**src/sv/sfd_pkg.sv**
```systemverilog
// Types and constants of the sensor frame deframer.
// No dependencies; used by the top level and its checker.
package sfd_pkg;

    // Kind of an input word, carried on s_tuser
    typedef enum logic [0:0] {
        OP_BYTE = 1'b0,
        OP_TICK = 1'b1
    } sfd_op_t;

    // Result status, carried on m_tuser
    typedef enum logic [1:0] {
        ST_GOOD    = 2'd0,
        ST_BADSUM  = 2'd1,
        ST_TIMEOUT = 2'd2
    } sfd_status_t;

    localparam int unsigned BYTE_W    = 8;
    localparam int unsigned CONC_W    = 16;
    localparam int unsigned TICK_W    = 16;
    localparam int unsigned IDX_W     = 3;

    localparam logic [BYTE_W-1:0] START_BYTE    = 8'hFF;
    localparam logic [TICK_W-1:0] TIMEOUT_RESET = 16'd200;
    localparam logic [TICK_W-1:0] TICK_MAX      = 16'hFFFF;

    // Byte positions after the start byte, counted from zero
    localparam logic [IDX_W-1:0] HIGH_IDX = 3'd3;  // fourth byte
    localparam logic [IDX_W-1:0] LOW_IDX  = 3'd4;  // fifth byte
    localparam logic [IDX_W-1:0] LAST_IDX = 3'd7;  // checksum byte

endpackage

```
**src/sv/sensor_frame_deframer.sv**
```systemverilog
// Sensor frame deframer: input word register, frame state and result register.
// Depends on sfd_pkg.
//
// Usage:
//   s_* channel takes one word per handshake: s_tuser is the word kind
//   (received UART byte or one millisecond tick), s_tdata the byte.
//   After a start byte 0xFF the next eight bytes form a frame; the last one
//   must be the two's complement of the sum of bytes one to seven.
//   m_* channel gives one word per finished frame: m_tuser is the status
//   (good, checksum mismatch, timed out), m_tdata the concentration in
//   hundredths of ppm (zero unless good). Most words give no result.
//   cfg_we / cfg_wdata write the frame timeout in ticks; write it while idle.
//   A word accepted on s_* waits in the input word register; when it moves on,
//   its result, if any, is written into the result register and shown on m_*.
//   Throughput: one word per cycle while no result waits on m_tready.
//   Reset: hunting for a start byte, no pending result, timeout 200 ticks.
//   Stall: while a result waits on m_tready the input register holds one more
//   word; s_tready drops only when both are full.
module sensor_frame_deframer (
    input  logic        aclk,
    input  logic        aresetn,
    // input channel
    input  logic        s_tvalid,
    output logic        s_tready,
    input  logic [7:0]  s_tdata,    // [7:0] data_byte
    input  logic [0:0]  s_tuser,    // [0] operation
    // result channel
    output logic        m_tvalid,
    input  logic        m_tready,
    output logic [15:0] m_tdata,    // [15:0] concentration_hundredths
    output logic [1:0]  m_tuser,    // [1:0] status
    // configuration
    input  logic        cfg_we,
    input  logic [15:0] cfg_wdata   // frame_timeout_ticks
);

    // input word register
    logic                               in_valid_reg, in_valid_next;
    sfd_pkg::sfd_op_t                   op_reg;
    logic [sfd_pkg::BYTE_W-1:0]         byte_reg;

    // frame state
    logic                               in_frame_reg, in_frame_next;
    logic [sfd_pkg::IDX_W-1:0]          taken_reg, taken_next;
    logic [sfd_pkg::BYTE_W-1:0]         sum_reg, sum_next;
    logic [sfd_pkg::BYTE_W-1:0]         conc_hi_reg, conc_hi_next;
    logic [sfd_pkg::BYTE_W-1:0]         conc_lo_reg, conc_lo_next;
    logic [sfd_pkg::TICK_W-1:0]         ticks_reg, ticks_next;
    logic [sfd_pkg::TICK_W-1:0]         timeout_reg;

    // result register
    logic                               out_valid_reg, out_valid_next;
    sfd_pkg::sfd_status_t               status_reg;
    logic [sfd_pkg::CONC_W-1:0]         conc_reg;

    // per-word result
    logic                               res_valid;
    sfd_pkg::sfd_status_t               res_status;
    logic [sfd_pkg::CONC_W-1:0]         res_conc;
    logic [sfd_pkg::TICK_W-1:0]         ticks_inc;
    logic [sfd_pkg::BYTE_W-1:0]         expect_sum;
    logic                               advance;
    logic                               s_accept;

    // the held word moves on when the result register is free or being drained
    assign advance   = in_valid_reg && (!out_valid_reg || m_tready);
    assign s_tready  = !in_valid_reg || advance;
    assign s_accept  = s_tvalid && s_tready;

    assign ticks_inc  = (ticks_reg == sfd_pkg::TICK_MAX) ? ticks_reg
                                                         : ticks_reg + 1'b1;
    assign expect_sum = ~sum_reg + 1'b1;

    // frame update for the held word
    always_comb begin
        in_frame_next = in_frame_reg;
        taken_next    = taken_reg;
        sum_next      = sum_reg;
        conc_hi_next  = conc_hi_reg;
        conc_lo_next  = conc_lo_reg;
        ticks_next    = ticks_reg;
        res_valid     = 1'b0;
        res_status    = sfd_pkg::ST_GOOD;
        res_conc      = '0;
        if (advance) begin
            if (op_reg == sfd_pkg::OP_TICK) begin
                if (in_frame_reg) begin
                    ticks_next = ticks_inc;
                    if (ticks_inc >= timeout_reg) begin
                        in_frame_next = 1'b0;
                        res_valid     = 1'b1;
                        res_status    = sfd_pkg::ST_TIMEOUT;
                    end
                end
            end else if (!in_frame_reg) begin
                // hunting: only the start byte opens a frame
                if (byte_reg == sfd_pkg::START_BYTE) begin
                    in_frame_next = 1'b1;
                    taken_next    = '0;
                    sum_next      = '0;
                    ticks_next    = '0;
                end
            end else if (taken_reg != sfd_pkg::LAST_IDX) begin
                sum_next   = sum_reg + byte_reg;
                taken_next = taken_reg + 1'b1;
                if (taken_reg == sfd_pkg::HIGH_IDX) begin
                    conc_hi_next = byte_reg;
                end
                if (taken_reg == sfd_pkg::LOW_IDX) begin
                    conc_lo_next = byte_reg;
                end
            end else begin
                // checksum byte closes the frame
                in_frame_next = 1'b0;
                res_valid     = 1'b1;
                if (byte_reg == expect_sum) begin
                    res_status = sfd_pkg::ST_GOOD;
                    res_conc   = {conc_hi_reg, conc_lo_reg};
                end else begin
                    res_status = sfd_pkg::ST_BADSUM;
                end
            end
        end
    end

    // valid flags of the two registers
    always_comb begin
        in_valid_next = in_valid_reg;
        if (s_accept) begin
            in_valid_next = 1'b1;
        end else if (advance) begin
            in_valid_next = 1'b0;
        end
        out_valid_next = out_valid_reg;
        if (advance) begin
            out_valid_next = res_valid;
        end else if (m_tready) begin
            out_valid_next = 1'b0;
        end
    end

    // control state
    always_ff @(posedge aclk) begin
        if (!aresetn) begin
            in_valid_reg  <= 1'b0;
            out_valid_reg <= 1'b0;
            in_frame_reg  <= 1'b0;
            taken_reg     <= '0;
            sum_reg       <= '0;
            ticks_reg     <= '0;
            conc_hi_reg   <= '0;
            conc_lo_reg   <= '0;
            timeout_reg   <= sfd_pkg::TIMEOUT_RESET;
        end else begin
            in_valid_reg  <= in_valid_next;
            out_valid_reg <= out_valid_next;
            in_frame_reg  <= in_frame_next;
            taken_reg     <= taken_next;
            sum_reg       <= sum_next;
            ticks_reg     <= ticks_next;
            conc_hi_reg   <= conc_hi_next;
            conc_lo_reg   <= conc_lo_next;
            if (cfg_we) begin
                timeout_reg <= cfg_wdata;
            end
        end
    end

    // payload registers
    always_ff @(posedge aclk) begin
        if (s_accept) begin
            op_reg   <= sfd_pkg::sfd_op_t'(s_tuser[0]);
            byte_reg <= s_tdata;
        end
        if (advance && res_valid) begin
            status_reg <= res_status;
            conc_reg   <= res_conc;
        end
    end

    assign m_tvalid = out_valid_reg;
    assign m_tdata  = conc_reg;
    assign m_tuser  = status_reg;

endmodule

```
**config.mk**
```make
export PLATFORM = sky130hd
export DESIGN_NAME = sensor_frame_deframer
export DESIGN_NICKNAME = d
export VERILOG_FILES = /design/src/sv/sfd_pkg.sv /design/src/sv/sensor_frame_deframer.sv
export SDC_FILE = /design/constraint.sdc
export NUM_CORES = 1
export LEC_CHECK = 0
export BUFFER_PORTS_ARGS = -buffer_cell sky130_fd_sc_hd__buf_2
export CAP_MARGIN = 20
export CORE_MARGIN = 3
export CORE_UTILIZATION = 55
export CTS_BUF_LIST = sky130_fd_sc_hd__clkbuf_16
export CTS_CLUSTER_DIAMETER = 30
export DETAILED_ROUTE_END_ITERATION = 16
export GPL_TIMING_DRIVEN = 1
export PLACE_DENSITY_LB_ADDON = 0.3
export SLEW_MARGIN = 30
export SYNTH_ARGS = -nofsm -noshare
export SYNTH_HDL_FRONTEND = slang
export SYNTH_SLANG_ARGS = --single-unit
export TNS_END_PERCENT = 5
```
**constraint.sdc**
```tcl
create_clock -name aclk -period 4.31 [get_ports aclk]
set_clock_uncertainty 0.2 [all_clocks]
set_input_delay 0.6465 -clock aclk [delete_from_list [all_inputs] [get_ports aclk]]
set_output_delay 0.6465 -clock aclk [all_outputs]
set_load 0.05 [all_outputs]
```
; Word-level counts from Yosys, hierarchy flattened
; Cells that the tools add are included.
[totals]
regBits = 89
latch_bits = 0
mem_bits_rw = 0
mem_bits_ro = 0
in_bits = 30
output_inout_bits = 20
elab_cells = 81
memories = 0
[classes]
addsub = 4
n_mul = 0
div_mod_pow = 0
order_cmp = 1
n_eq_ne = 9
n_shift = 0
muxes = 33
bitwise = 5
reduce_logical = 16
[ops]
columns = cell, count
row1 = 2-to-1 mux 16 bit, 5
row2 = 2-to-1 mux 8 bit, 3
row3 = 2-to-1 mux 1 bit, 19
row4 = adder 16 x 1 -> 16 bit (second input constant), 1
row5 = == test 16 bit (second input constant), 1
row6 = greater-or-equal comparator 16 bit, 1
row7 = AND reduction 5 bit, 2
row8 = 2-to-1 mux 3 bit, 3
row9 = adder 8 x 1 -> 8 bit (second input constant), 1
row10 = adder 8 bit, 1
row11 = == test 8 bit, 1
row12 = == test 8 bit (second input constant), 1
row13 = inverter 8 bit, 1
row14 = AND reduction 4 bit, 2
row15 = nonzero test 2 bit, 4
row16 = 2-to-1 mux 2 bit, 3
row17 = OR reduction 5 bit, 1
row18 = != test 2 x 1 -> 1 bit (second input constant), 2
row19 = inverter 1 bit, 4
row20 = adder 3 x 1 -> 3 bit (second input constant), 1
row21 = == test 3 x 2 -> 1 bit (second input constant), 1
row22 = == test 3 bit (second input constant), 1
row23 = logical AND 1 bit, 3
row24 = != test 3 bit (second input constant), 1
row25 = 3 further kinds, 5

; Logic depth before layout (Yosys ltp)
; Gate-level depths: netlist of run 1.
[depth]
depth_word = 8
mapped_depth = 14
depth_no_buf = 13

; Worst setup path after synthesis of run 1
; Ideal clock, no wire load.
[synth_path]
path_kind = register to register
start = reg ticks_reg[6] in the netlist's numbering
end = reg conc_reg, in the netlist m_tdata[0] (enable)
setup_time_ps = 377
arrival_time_ps = 3348
required_ps = 3733
setup_slack_ps = 384
path_stages_with_launch = 15
period_less_slack_ps = 3926
cell_sequence = dfxtp_1 > buf_4 > nand4_2 > or3_1 > buf_2 > or3_1 > buf_6 > and4_4 > xor2_1 > ha_1 > o21ai_0 > a2111oi_0 > a211oi_1 > a21oi_1 > nand2b_1
[synth_via]
elab_chain_len = 8
[synth_lines]
columns = element, line_no
row1 = "start, declared", sensor_frame_deframer.sv:48  ; logic [sfd_pkg::TICK_W-1:0] ticks_reg, ticks_next;
row2 = "start signal, assigned", sensor_frame_deframer.sv:160  ; ticks_reg <= ticks_next;
row3 = adder 16 x 1 -> 16 bit / == test 16 bit (equally long branches), "sensor_frame_deframer.sv:71, sensor_frame_deframer.sv:70"
row4 = 2-to-1 mux 16 bit *, sensor_frame_deframer.sv:70  ; assign ticks_inc = (ticks_reg == sfd_pkg::TICK_MAX) ? ticks_reg
row5 = greater-or-equal comparator 16 bit *, sensor_frame_deframer.sv:89  ; if (ticks_inc >= timeout_reg) begin
row6 = 2-to-1 mux 1 bit *, sensor_frame_deframer.sv:89
row7 = 2-to-1 mux 1 bit *, sensor_frame_deframer.sv:87  ; if (in_frame_reg) begin
row8 = 2-to-1 mux 1 bit *, sensor_frame_deframer.sv:86  ; if (op_reg == sfd_pkg::OP_TICK) begin
row9 = 2-to-1 mux 1 bit *, sensor_frame_deframer.sv:85  ; if (advance) begin
row10 = logical AND 1 bit *, sensor_frame_deframer.sv:175  ; if (advance && res_valid) begin
row11 = "end signal, assigned", sensor_frame_deframer.sv:177  ; conc_reg <= res_conc;
row12 = "end, declared", sensor_frame_deframer.sv:54  ; logic [sfd_pkg::CONC_W-1:0] conc_reg;
; Mark *: on every way between the ends. The rest lies on a longest branch, timed or not.
; A chain may end at the register's enable or synchronous reset.

; Worst setup path in the final report of run 1
[layout_path]
start = reg ticks_reg[6] in the netlist's numbering
end = reg conc_reg, in the netlist m_tdata[15] (enable)
; Same word-level chain as after synthesis.

==> run_results.csv, run 1 <==
group,metric,value,unit
synthesis,synthDistinctLibCells,52,
synthesis,async_reset_ff_share,0,%
routing,vias_per_cell,5.78,
floorplan,fp.dieH,97.2,µm
worst_setup_path,endpoint_kind,"flop",
power,p_leak,2.21,nW
worst_setup_path,path_buf_inv,1,
synthesis,synth_top_area_share,27.1,%
timing,worstMarginPinSlew,0.876,ns
clocking,cts_tree,"yes",
synthesis,synth_common_cells,"dfxtp_1 (62), nor2_1 (49), nand2_1 (36), a21oi_1 (34), ha_1 (29)",
floorplan,dieArea,0.00944,mm²
synthesis,syn-num-nets,544,
routing,num_vias,3683,
outcome,status,"finished, final reports clean",
synthesis,yosys.cell_count.top_type,"dfxtp_1",
global_route,antenna_found_initial,0,
cells_and_area,areaGrowthSynthToFinish,14.6,%
worst_setup_path,critPathSlowestCell,"dfxtp_1",
clocking,cts.clk_slew.worst_paths,0.07,ns
cells_and_area,drive_above_1_share,15.3,%
synthesis,postSynthAreaPerCell,9.45,µm²
routing,ant_nets,0,
clocking,cts.path.max_buffers,2,
timing,fin_crit_sh,92.4,%
worst_setup_path,path_max_fanout,18,
clocking,clock_latency,0.34,ns
clocking,postCtsSetupRepairBufs,0,
timing,fin_setup_tns,0,ns
worst_setup_path,crit_chain,"nand4_2 -> or3_1 -> or3_4 -> xnor2_1 -> ha_1 -> nand2b_1 -> a2111oi_0 -> a2111oi_0 -> a211oi_1 -> a21oi_1 -> nand2b_1 -> buf_12",
routing,drc,0,
synthesis,synth_top_area_cell,"dfxtp_1",
power,peakVddDrop,0.268,mV
synthesis,ys_warn_count,0,
power,power.internal,0.00138,W
clocking,cts_max_level,3,
floorplan,rows,32,
worst_setup_path,critPathTopFamily,"simple AND/OR/NAND/NOR gates",
timing,hold_viol,0,
clocking,clock_sinks,89,
global_route,grt_pass1_vias,3423,
timing,slew_viol_final,0,
worst_setup_path,cp.required,4.22,ns
min_path,hold_class,"reg2reg",
global_route,grt_usage,21.1,%
placement,dpl.hpwl,6.78,mm
worst_setup_path,cp-start-kind,"flop",
power,combPwrFrac,4.7,%
floorplan,initial_core_util,58.0,%
routing,dr.pass1.iters,5,
synthesis,yosys_most_used_dff,"dfxtp_1",
timing,clock.fmax,251,MHz
synthesis,syn_area,0.00457,mm²
worst_setup_path,max_stage_delay,0.47,ns
floorplan,core,0.00789,mm²
global_route,grt_max_degree,46,
worst_setup_path,cp.arrival,3.89,ns
worst_setup_path,crit_type,"reg2reg",
placement,gp_congestion,0.848,
clocking,cts_root_buf,"clkbuf_16",
job,cap_violations,0,
clocking,numCtsBuffers,9,
cells_and_area,fillers,626,
power,p_sw_share,24.0,%
power,power.density,347,mW/mm²
cells_and_area,final_util,66.5,%
timing,setup_viol,0,
timing,rsz0062_at_grt,"false",
timing,min_period,3.98,ns
cells_and_area,nNetsFinal,590,
global_route,grt-ovfl-total,0,
synthesis,syn_inst,484,
placement,io_buffers,49,
global_route,grt_pass1_wl,16.3,mm
synthesis,synth-seq-area-share,44.9,%
clocking,ctsResizeCount,0,
floorplan,die_w,97.2,µm
routing,wl_per_cell,15.5,µm
synthesis,ys_ff_latch,89,
power,finalPower,0.00182,W
power,p_switching,0.000436,W
synthesis,synth_edf_count,27,
clocking,ctsHoldBuffers,0,
routing,wl,9.84,mm
timing,slew_headroom,41.0,%
routing,drt_iter0_drc,193,
power,pwr-share-seq,49.3,%
floorplan,ios,50,
cells_and_area,n_antenna_cell,0,
synthesis,ys_top_cells_by_area,"dfxtp_1 (27%), edfxtp_1 (18%), ha_1 (7.9%), mux2i_1 (4.8%), nor2_1 (4.0%)",
power,p_clk_share,46.0,%
-- layer usage --
layer	part of all wire, %	global-route usage [%]	wire (µm)	up-vias
met5	0	0	0	-
met4	1.5	6.26	144	0
met3	5.7	4.59	562	15
met2	45	32.6	4460	130
met1	48	29.8	4680	1716
li1	-	-	-	1822
-- path summary, 6_finish.rpt --
path / startpoint / endpoint / slack (ns) / cells past startpoint
setup / recovery: ticks_reg[6]$_SDFFE_PN0P_ / m_tdata[15]$_SDFFCE_PP0P_ / 0.33 / 12
hold / removal: conc_hi_reg[7]$_SDFFE_PN0P_ / conc_hi_reg[7]$_SDFFE_PN0P_ / 0.26 / 2
setup reg to reg: ticks_reg[6]$_SDFFE_PN0P_ / m_tdata[15]$_SDFFCE_PP0P_ / 0.33 / 12
hold reg to reg: conc_hi_reg[7]$_SDFFE_PN0P_ / conc_hi_reg[7]$_SDFFE_PN0P_ / 0.26 / 2
-- power by group through the flow --
stage | registers, W | clock network, W | logic, W
floorplan | 0.000906 | 0 | 0.0000594
global placement | 0.000913 | 0 | 0.0000805
detailed placement | 0.000914 | 0 | 0.0000839
CTS | 0.000895 | 0.000846 | 0.0000856
global route | 0.000897 | 0.000890 | 0.0000964
finish | 0.000896 | 0.000837 | 0.0000857
-- cell usage in the layout (no fill, tap or decap), types with 7 or more instances in the layout --
cell type	instances
dfxtp_1	62
o21ai_0	12
nand2_1	36
mux2i_1	22
a31oi_1	11
nand3_1	22
clkbuf_16	9
xor2_1	13
nor2b_1	7
a22oi_1	8
nor2_1	49
xnor2_1	12
edfxtp_1	27
a21oi_1	34
nor3_1	7
inv_1	25
buf_2	49
ha_1	29
and2_1	21
-- cells by family after synthesis --
family	Yosys count	share of synthesized area [%]
compound gates	92	12.7
flops	89	44.9
buf+inv	46	4.16
mux	23	5.06
simple gates	179	20.1
fa+ha+maj	30	8.37
xor+xnor	25	4.79
-- worst min-delay path, delay by kind of cell (launching register included) --
| kind | cells | cell delay, ns |
|---|---|---|
| compound gates | 1 | 0.06 |
| flops | 1 | 0.31 |
| simple gates | 1 | 0.05 |
-- through the flow --
stage	std cells	cell area (µm²)	worst slack, ns	hold WS, ns
2_1_floorplan	484	4570	0.384	0.232
3_3_place_gp	621	4920	0.419	0.240
6_report	637	5240	0.329	0.260
3_5_place_dp	621	4920	0.224	0.243
5_1_grt	637	5240	0.0357	0.262
4_1_cts	637	5240	0.208	0.262
-- layout make-up --
cell class                      count  area (µm²)  area share, %
Clock buffer                        9         225           4.30
Clock inverter                      7        95.1           1.81
Inverter                           26        97.6           1.86
Multi-Input combinational cell    349        2340           44.7
Sequential cell                    89        2050           39.1
Tap cell                          102         128           2.43
Timing Repair Buffer               55         303           5.78
Note: power is estimated with default switching activity, not from simulation.
==> run 2, diff against run 1 <==
--- a/config.mk
+++ b/config.mk
@@ -12,7 +12,7 @@
 export CTS_BUF_LIST = sky130_fd_sc_hd__clkbuf_16
 export CTS_CLUSTER_DIAMETER = 30
 export DETAILED_ROUTE_END_ITERATION = 16
-export GPL_TIMING_DRIVEN = 1
+export GPL_TIMING_DRIVEN = 0
 export PLACE_DENSITY_LB_ADDON = 0.3
 export SLEW_MARGIN = 30
 export SYNTH_ARGS = -nofsm -noshare
==> run_results.csv, run 2 (synthesis results as in run 1) <==
group,metric,value,unit
placement,io_buffers,47,
routing,vias_per_cell,5.72,
worst_setup_path,cp.arrival,3.98,ns
clocking,clock_latency,0.35,ns
power,p_leak,2.22,nW
worst_setup_path,cpMostUsedCell,"ha_1",
timing,worstMarginPinSlew,0.735,ns
worst_setup_path,endpoint_kind,"flop",
placement,dpl.hpwl,7.19,mm
worst_setup_path,cp-start-kind,"flop",
timing,min_period,4.13,ns
timing,rsz0062_at_grt,"true",
floorplan,ios,50,
global_route,grt_pass1_vias,3668,
min_path,hold_class,"reg2reg",
global_route,antenna_found_initial,0,
global_route,grt_pass1_wl,17.2,mm
global_route,grt_usage,22.3,%
cells_and_area,final_common_cell,"dfxtp_1",
timing,slew_headroom,50.3,%
placement,gp_congestion,0.855,
job,cap_violations,0,
floorplan,dieArea,0.00944,mm²
routing,drc,0,
routing,drt_iter0_drc,273,
worst_setup_path,critPathTopFamily,"simple AND/OR/NAND/NOR gates",
cells_and_area,layout_common_cells,"dfxtp_1 (62), nor2_1 (49), buf_2 (49)",
routing,num_vias,3715,
clocking,cts_max_level,3,
cells_and_area,fillers,615,
clocking,clock_sinks,89,
global_route,grt_max_degree,19,
power,power.density,345,mW/mm²
timing,fin_crit_sh,95.9,%
worst_setup_path,crit_type,"reg2reg",
floorplan,die_w,97.2,µm
clocking,cts_root_buf,"clkbuf_16",
routing,wl,10.1,mm
floorplan,rows,32,
clocking,ctsHoldBuffers,0,
floorplan,fp.dieH,97.2,µm
routing,ant_nets,0,
cells_and_area,areaGrowthSynthToFinish,15.8,%
placement,pre_cts_ws,-0.335,ns
worst_setup_path,path_max_fanout,18,
clocking,postCtsSetupRepairBufs,0,
clocking,numCtsBuffers,9,
worst_setup_path,max_stage_delay,0.46,ns
timing,worst_slack,0.177,ns
routing,dr.pass1.iters,5,
timing,slew_viol_final,0,
power,peakVddDrop,0.233,mV
timing,setup_viol,0,
timing,hold_viol,0,
worst_setup_path,path_buf_inv,1,
clocking,cts.clk_slew.worst_paths,0.07,ns
timing,hold_ws,0.254,ns
clocking,cts.path.max_buffers,2,
cells_and_area,drive_above_1_share,15.2,%
floorplan,core,0.00789,mm²
worst_setup_path,cp.required,4.16,ns
outcome,status,"finished, final reports clean",
cells_and_area,nNetsFinal,602,
global_route,grt-ovfl-total,0,
timing,clock.fmax,242,MHz
cells_and_area,n_antenna_cell,0,
worst_setup_path,critPathSlowestCell,"a211oi_1",
floorplan,initial_core_util,58.0,%
cells_and_area,final_util,67.1,%
clocking,cts_tree,"yes",
worst_setup_path,crit_chain,"ha_1 -> and3_1 -> nand2_1 -> or3_1 -> buf_6 -> xnor2_1 -> ha_1 -> nand2b_1 -> a2111oi_2 -> a2111oi_1 -> a211oi_1 -> a21oi_2 -> nand2b_4",
routing,wl_per_cell,15.5,µm
## run 2: changes by cell type in the layout (fill, tap and decap cells not counted), moves of 2 or more
cell / change
nor4_2: +2
a2111oi_0: -2
nor4_1: -2
clkbuf_1: +15
buf_4: -3
## run 2: what timing repair did
action	4_1_cts	5_1_grt
pin swaps	0	0
endpoints found under the setup margin	18	19
resized for setup	2	7
## run 2: final timing paths
kind                                from                          end  slack [ns]  cells past startpoint
max            ticks_reg[0]$_SDFFE_PN0P_     m_tdata[8]$_SDFFCE_PP0P_        0.18                     13
min          conc_hi_reg[1]$_SDFFE_PN0P_  conc_hi_reg[1]$_SDFFE_PN0P_        0.25                      2
max reg2reg    ticks_reg[0]$_SDFFE_PN0P_     m_tdata[8]$_SDFFCE_PP0P_        0.18                     13
min reg2reg  conc_hi_reg[1]$_SDFFE_PN0P_  conc_hi_reg[1]$_SDFFE_PN0P_        0.25                      2
## run 2: worst min-delay path: stages, from the launching register on
cell and delay [ns]:
dfxtp_1 0.31, nand2_1 0.05, a21oi_1 0.05
## run 2: layout make-up
class | instances | area [µm²] | share of cell area [%]
clock inverter | 7 | 95.1 | 1.80
buffer | 20 | 92.6 | 1.75
inverter | 26 | 97.6 | 1.84
tap | 102 | 128 | 2.41
sequential | 89 | 2050 | 38.8
clock buffer | 9 | 225 | 4.25
timing repair buffer | 47 | 235 | 4.44
multi-input combinational | 349 | 2370 | 44.7
## run 2: routing by layer
| metal | global-route usage (%) | vias to the layer above | wire length, µm | part of all wire [%] |
|---|---|---|---|---|
| met1 | 30.3 | 1733 | 4660 | 46 |
| met5 | 0 | - | 0 | 0 |
| met3 | 3.88 | 18 | 616 | 6.1 |
| li1 | - | 1841 | - | - |
| met4 | 10.2 | 0 | 195 | 1.9 |
| met2 | 34.7 | 123 | 4610 | 46 |
## run 2: where the power goes
| part | switching, W | total, W | internal, W |
|---|---|---|---|
| logic | 0.0000490 | 0.0000879 | 0.0000389 |
| clock network | 0.000374 | 0.000843 | 0.000469 |
| registers | 0.0000196 | 0.000896 | 0.000876 |
## run 2: metrics by stage
step,total power [W],TNS [ns],cells,instance area (µm²)
2_1_floorplan,0.000965,0,484,4570
3_3_place_gp,0.000995,-5.33,633,4940
3_5_place_dp,0.00100,-6.02,633,4940
4_1_cts,0.00183,0,649,5260
5_1_grt,0.00188,-2.28,649,5290
6_report,0.00183,0,649,5290
==> run 3, diff against run 2 <==
--- a/config.mk
+++ b/config.mk
@@ -5,7 +5,7 @@
 export SDC_FILE = /design/constraint.sdc
 export NUM_CORES = 1
 export LEC_CHECK = 0
-export BUFFER_PORTS_ARGS = -buffer_cell sky130_fd_sc_hd__buf_2
+export BUFFER_PORTS_ARGS = -buffer_cell sky130_fd_sc_hd__clkbuf_2
 export CAP_MARGIN = 20
 export CORE_MARGIN = 3
 export CORE_UTILIZATION = 55
==> run_results.csv, run 3 (synthesis results as in run 1) <==
group,metric,value,unit
outcome,status,"finished, final reports clean",
cells_and_area,areaGrowthSynthToFinish,15.0,%
routing,wl,10.1,mm
cells_and_area,layout_common_cells,"dfxtp_1 (62), nor2_1 (49), clkbuf_2 (47)",
floorplan,dieArea,0.00944,mm²
timing,worstMarginPinSlew,0.785,ns
placement,placed_cells,633,
floorplan,die_w,97.2,µm
timing,fin_setup_tns,0,ns
clocking,numCtsBuffers,9,
clocking,cts_root_buf,"clkbuf_16",
floorplan,initial_core_util,58.0,%
cells_and_area,n_antenna_cell,0,
timing,min_period,4.14,ns
worst_setup_path,crit_type,"reg2reg",
cells_and_area,drive_above_1_share,14.6,%
routing,ant_nets,0,
global_route,grt-ovfl-total,0,
job,cap_violations,0,
floorplan,ios,50,
placement,io_buffers,47,
floorplan,fp.dieH,97.2,µm
clocking,cts.clk_slew.worst_paths,0.07,ns
routing,dr.pass1.iters,5,
timing,slew_viol_final,0,
worst_setup_path,endpoint_kind,"flop",
worst_setup_path,cp-start-kind,"flop",
timing,setup_viol,0,
worst_setup_path,cp.arrival,3.97,ns
power,finalPower,0.00178,W
global_route,grt_pass1_wl,17.2,mm
cells_and_area,nNetsFinal,602,
floorplan,rows,32,
routing,wl_per_cell,15.6,µm
clocking,cts.path.max_buffers,2,
clocking,clock_latency,0.35,ns
global_route,grt_usage,22.3,%
clocking,cts_max_level,3,
clocking,cts_tree,"yes",
power,p_leak,2.20,nW
cells_and_area,final_util,66.7,%
placement,gp_congestion,0.853,
routing,drt_iter0_drc,356,
power,peakVddDrop,0.292,mV
clocking,postCtsSetupRepairBufs,0,
worst_setup_path,path_max_fanout,18,
timing,clock.fmax,241,MHz
clocking,clock_sinks,89,
timing,rsz0062_at_grt,"false",
timing,hold_viol,0,
timing,fin_crit_sh,96.1,%
routing,num_vias,3751,
global_route,grt_max_degree,20,
routing,vias_per_cell,5.78,
cells_and_area,instances_no_fill,649,
global_route,grt_pass1_vias,3640,
min_path,hold_class,"reg2reg",
floorplan,core,0.00789,mm²
power,power.density,338,mW/mm²
placement,dpl.hpwl,7.16,mm
routing,drc,0,
timing,slew_headroom,46.9,%
cells_and_area,final_common_cell,"dfxtp_1",
worst_setup_path,cp.required,4.14,ns
global_route,antenna_found_initial,0,
==> run 3: changes by cell type in the layout (fill, tap and decap cells not counted), sizes merged <==
cell / delta
clkbuf: +47
clkinv: +1
buf: -47
bufinv: -1
==> run 3: worst max-delay path: stages (launching register included) <==
cell and delay [ns]:
dfxtp_1 0.34, buf_4 0.17, nand4_2 0.15, or3_1 0.39, buf_2 0.16, or3_1 0.36
buf_6 0.15, and4_4 0.20, xor2_1 0.16, ha_1 0.30, o21ai_0 0.07, a2111oi_1 0.40
a211oi_1 0.13, a21oi_2 0.26, nand2b_4 0.35
==> run 3: per-layer routing <==
metal	wire length [µm]	share of wire (%)	vias to the layer above	track usage (%)
met1	4730	47	1743	30.7
met2	4500	44	130	34.3
li1	-	-	1848	-
met3	588	5.8	30	3.45
met4	292	2.9	0	10.9
met5	0	0	-	0
==> run 3: final timing paths <==
kind | slack [ns] | startpoint | end | depth (start not counted)
worst min register to register | 0.26 | conc_hi_reg[7]$_SDFFE_PN0P_ | conc_hi_reg[7]$_SDFFE_PN0P_ | 2
worst max register to register | 0.17 | ticks_reg[6]$_SDFFE_PN0P_ | m_tdata[10]$_SDFFCE_PP0P_ | 14
worst min-delay path | 0.26 | conc_hi_reg[7]$_SDFFE_PN0P_ | conc_hi_reg[7]$_SDFFE_PN0P_ | 2
worst max-delay path | 0.17 | ticks_reg[6]$_SDFFE_PN0P_ | m_tdata[10]$_SDFFCE_PP0P_ | 14
==> run 3: area by class of cell <==
type	count	area, µm²
fill	617	2630
timing repair buffer	47	235
multi-input combinational	349	2350
clock buffer	9	225
tap	102	128
inverter	26	97.6
buffer	20	92.6
clock inverter	7	81.3
sequential	89	2050
==> run 3: repair_timing <==
item	CTS	global route
gates resized for setup	3	2
hold buffers	0	0
cloned	0	0
endpoints found under the setup margin	18	18
==> run 3: metrics by stage <==
stage | cell area [µm²] | setup slack [ns] | hold WS, ns
floorplan | 4570 | 0.384 | 0.232
global placement | 4940 | -0.299 | 0.241
detailed placement | 4940 | -0.393 | 0.246
CTS | 5260 | 0.102 | 0.257
global route | 5260 | 0.0167 | 0.265
finish | 5260 | 0.169 | 0.256
==> run 3: report_power, final <==
group | total, W | internal [W] | switching (W)
Sequential | 0.000896 | 0.000876 | 0.0000198
Combinational | 0.0000873 | 0.0000384 | 0.0000488
Clock | 0.000797 | 0.000415 | 0.000382
Total | 0.00178 | 0.00133 | 0.000450
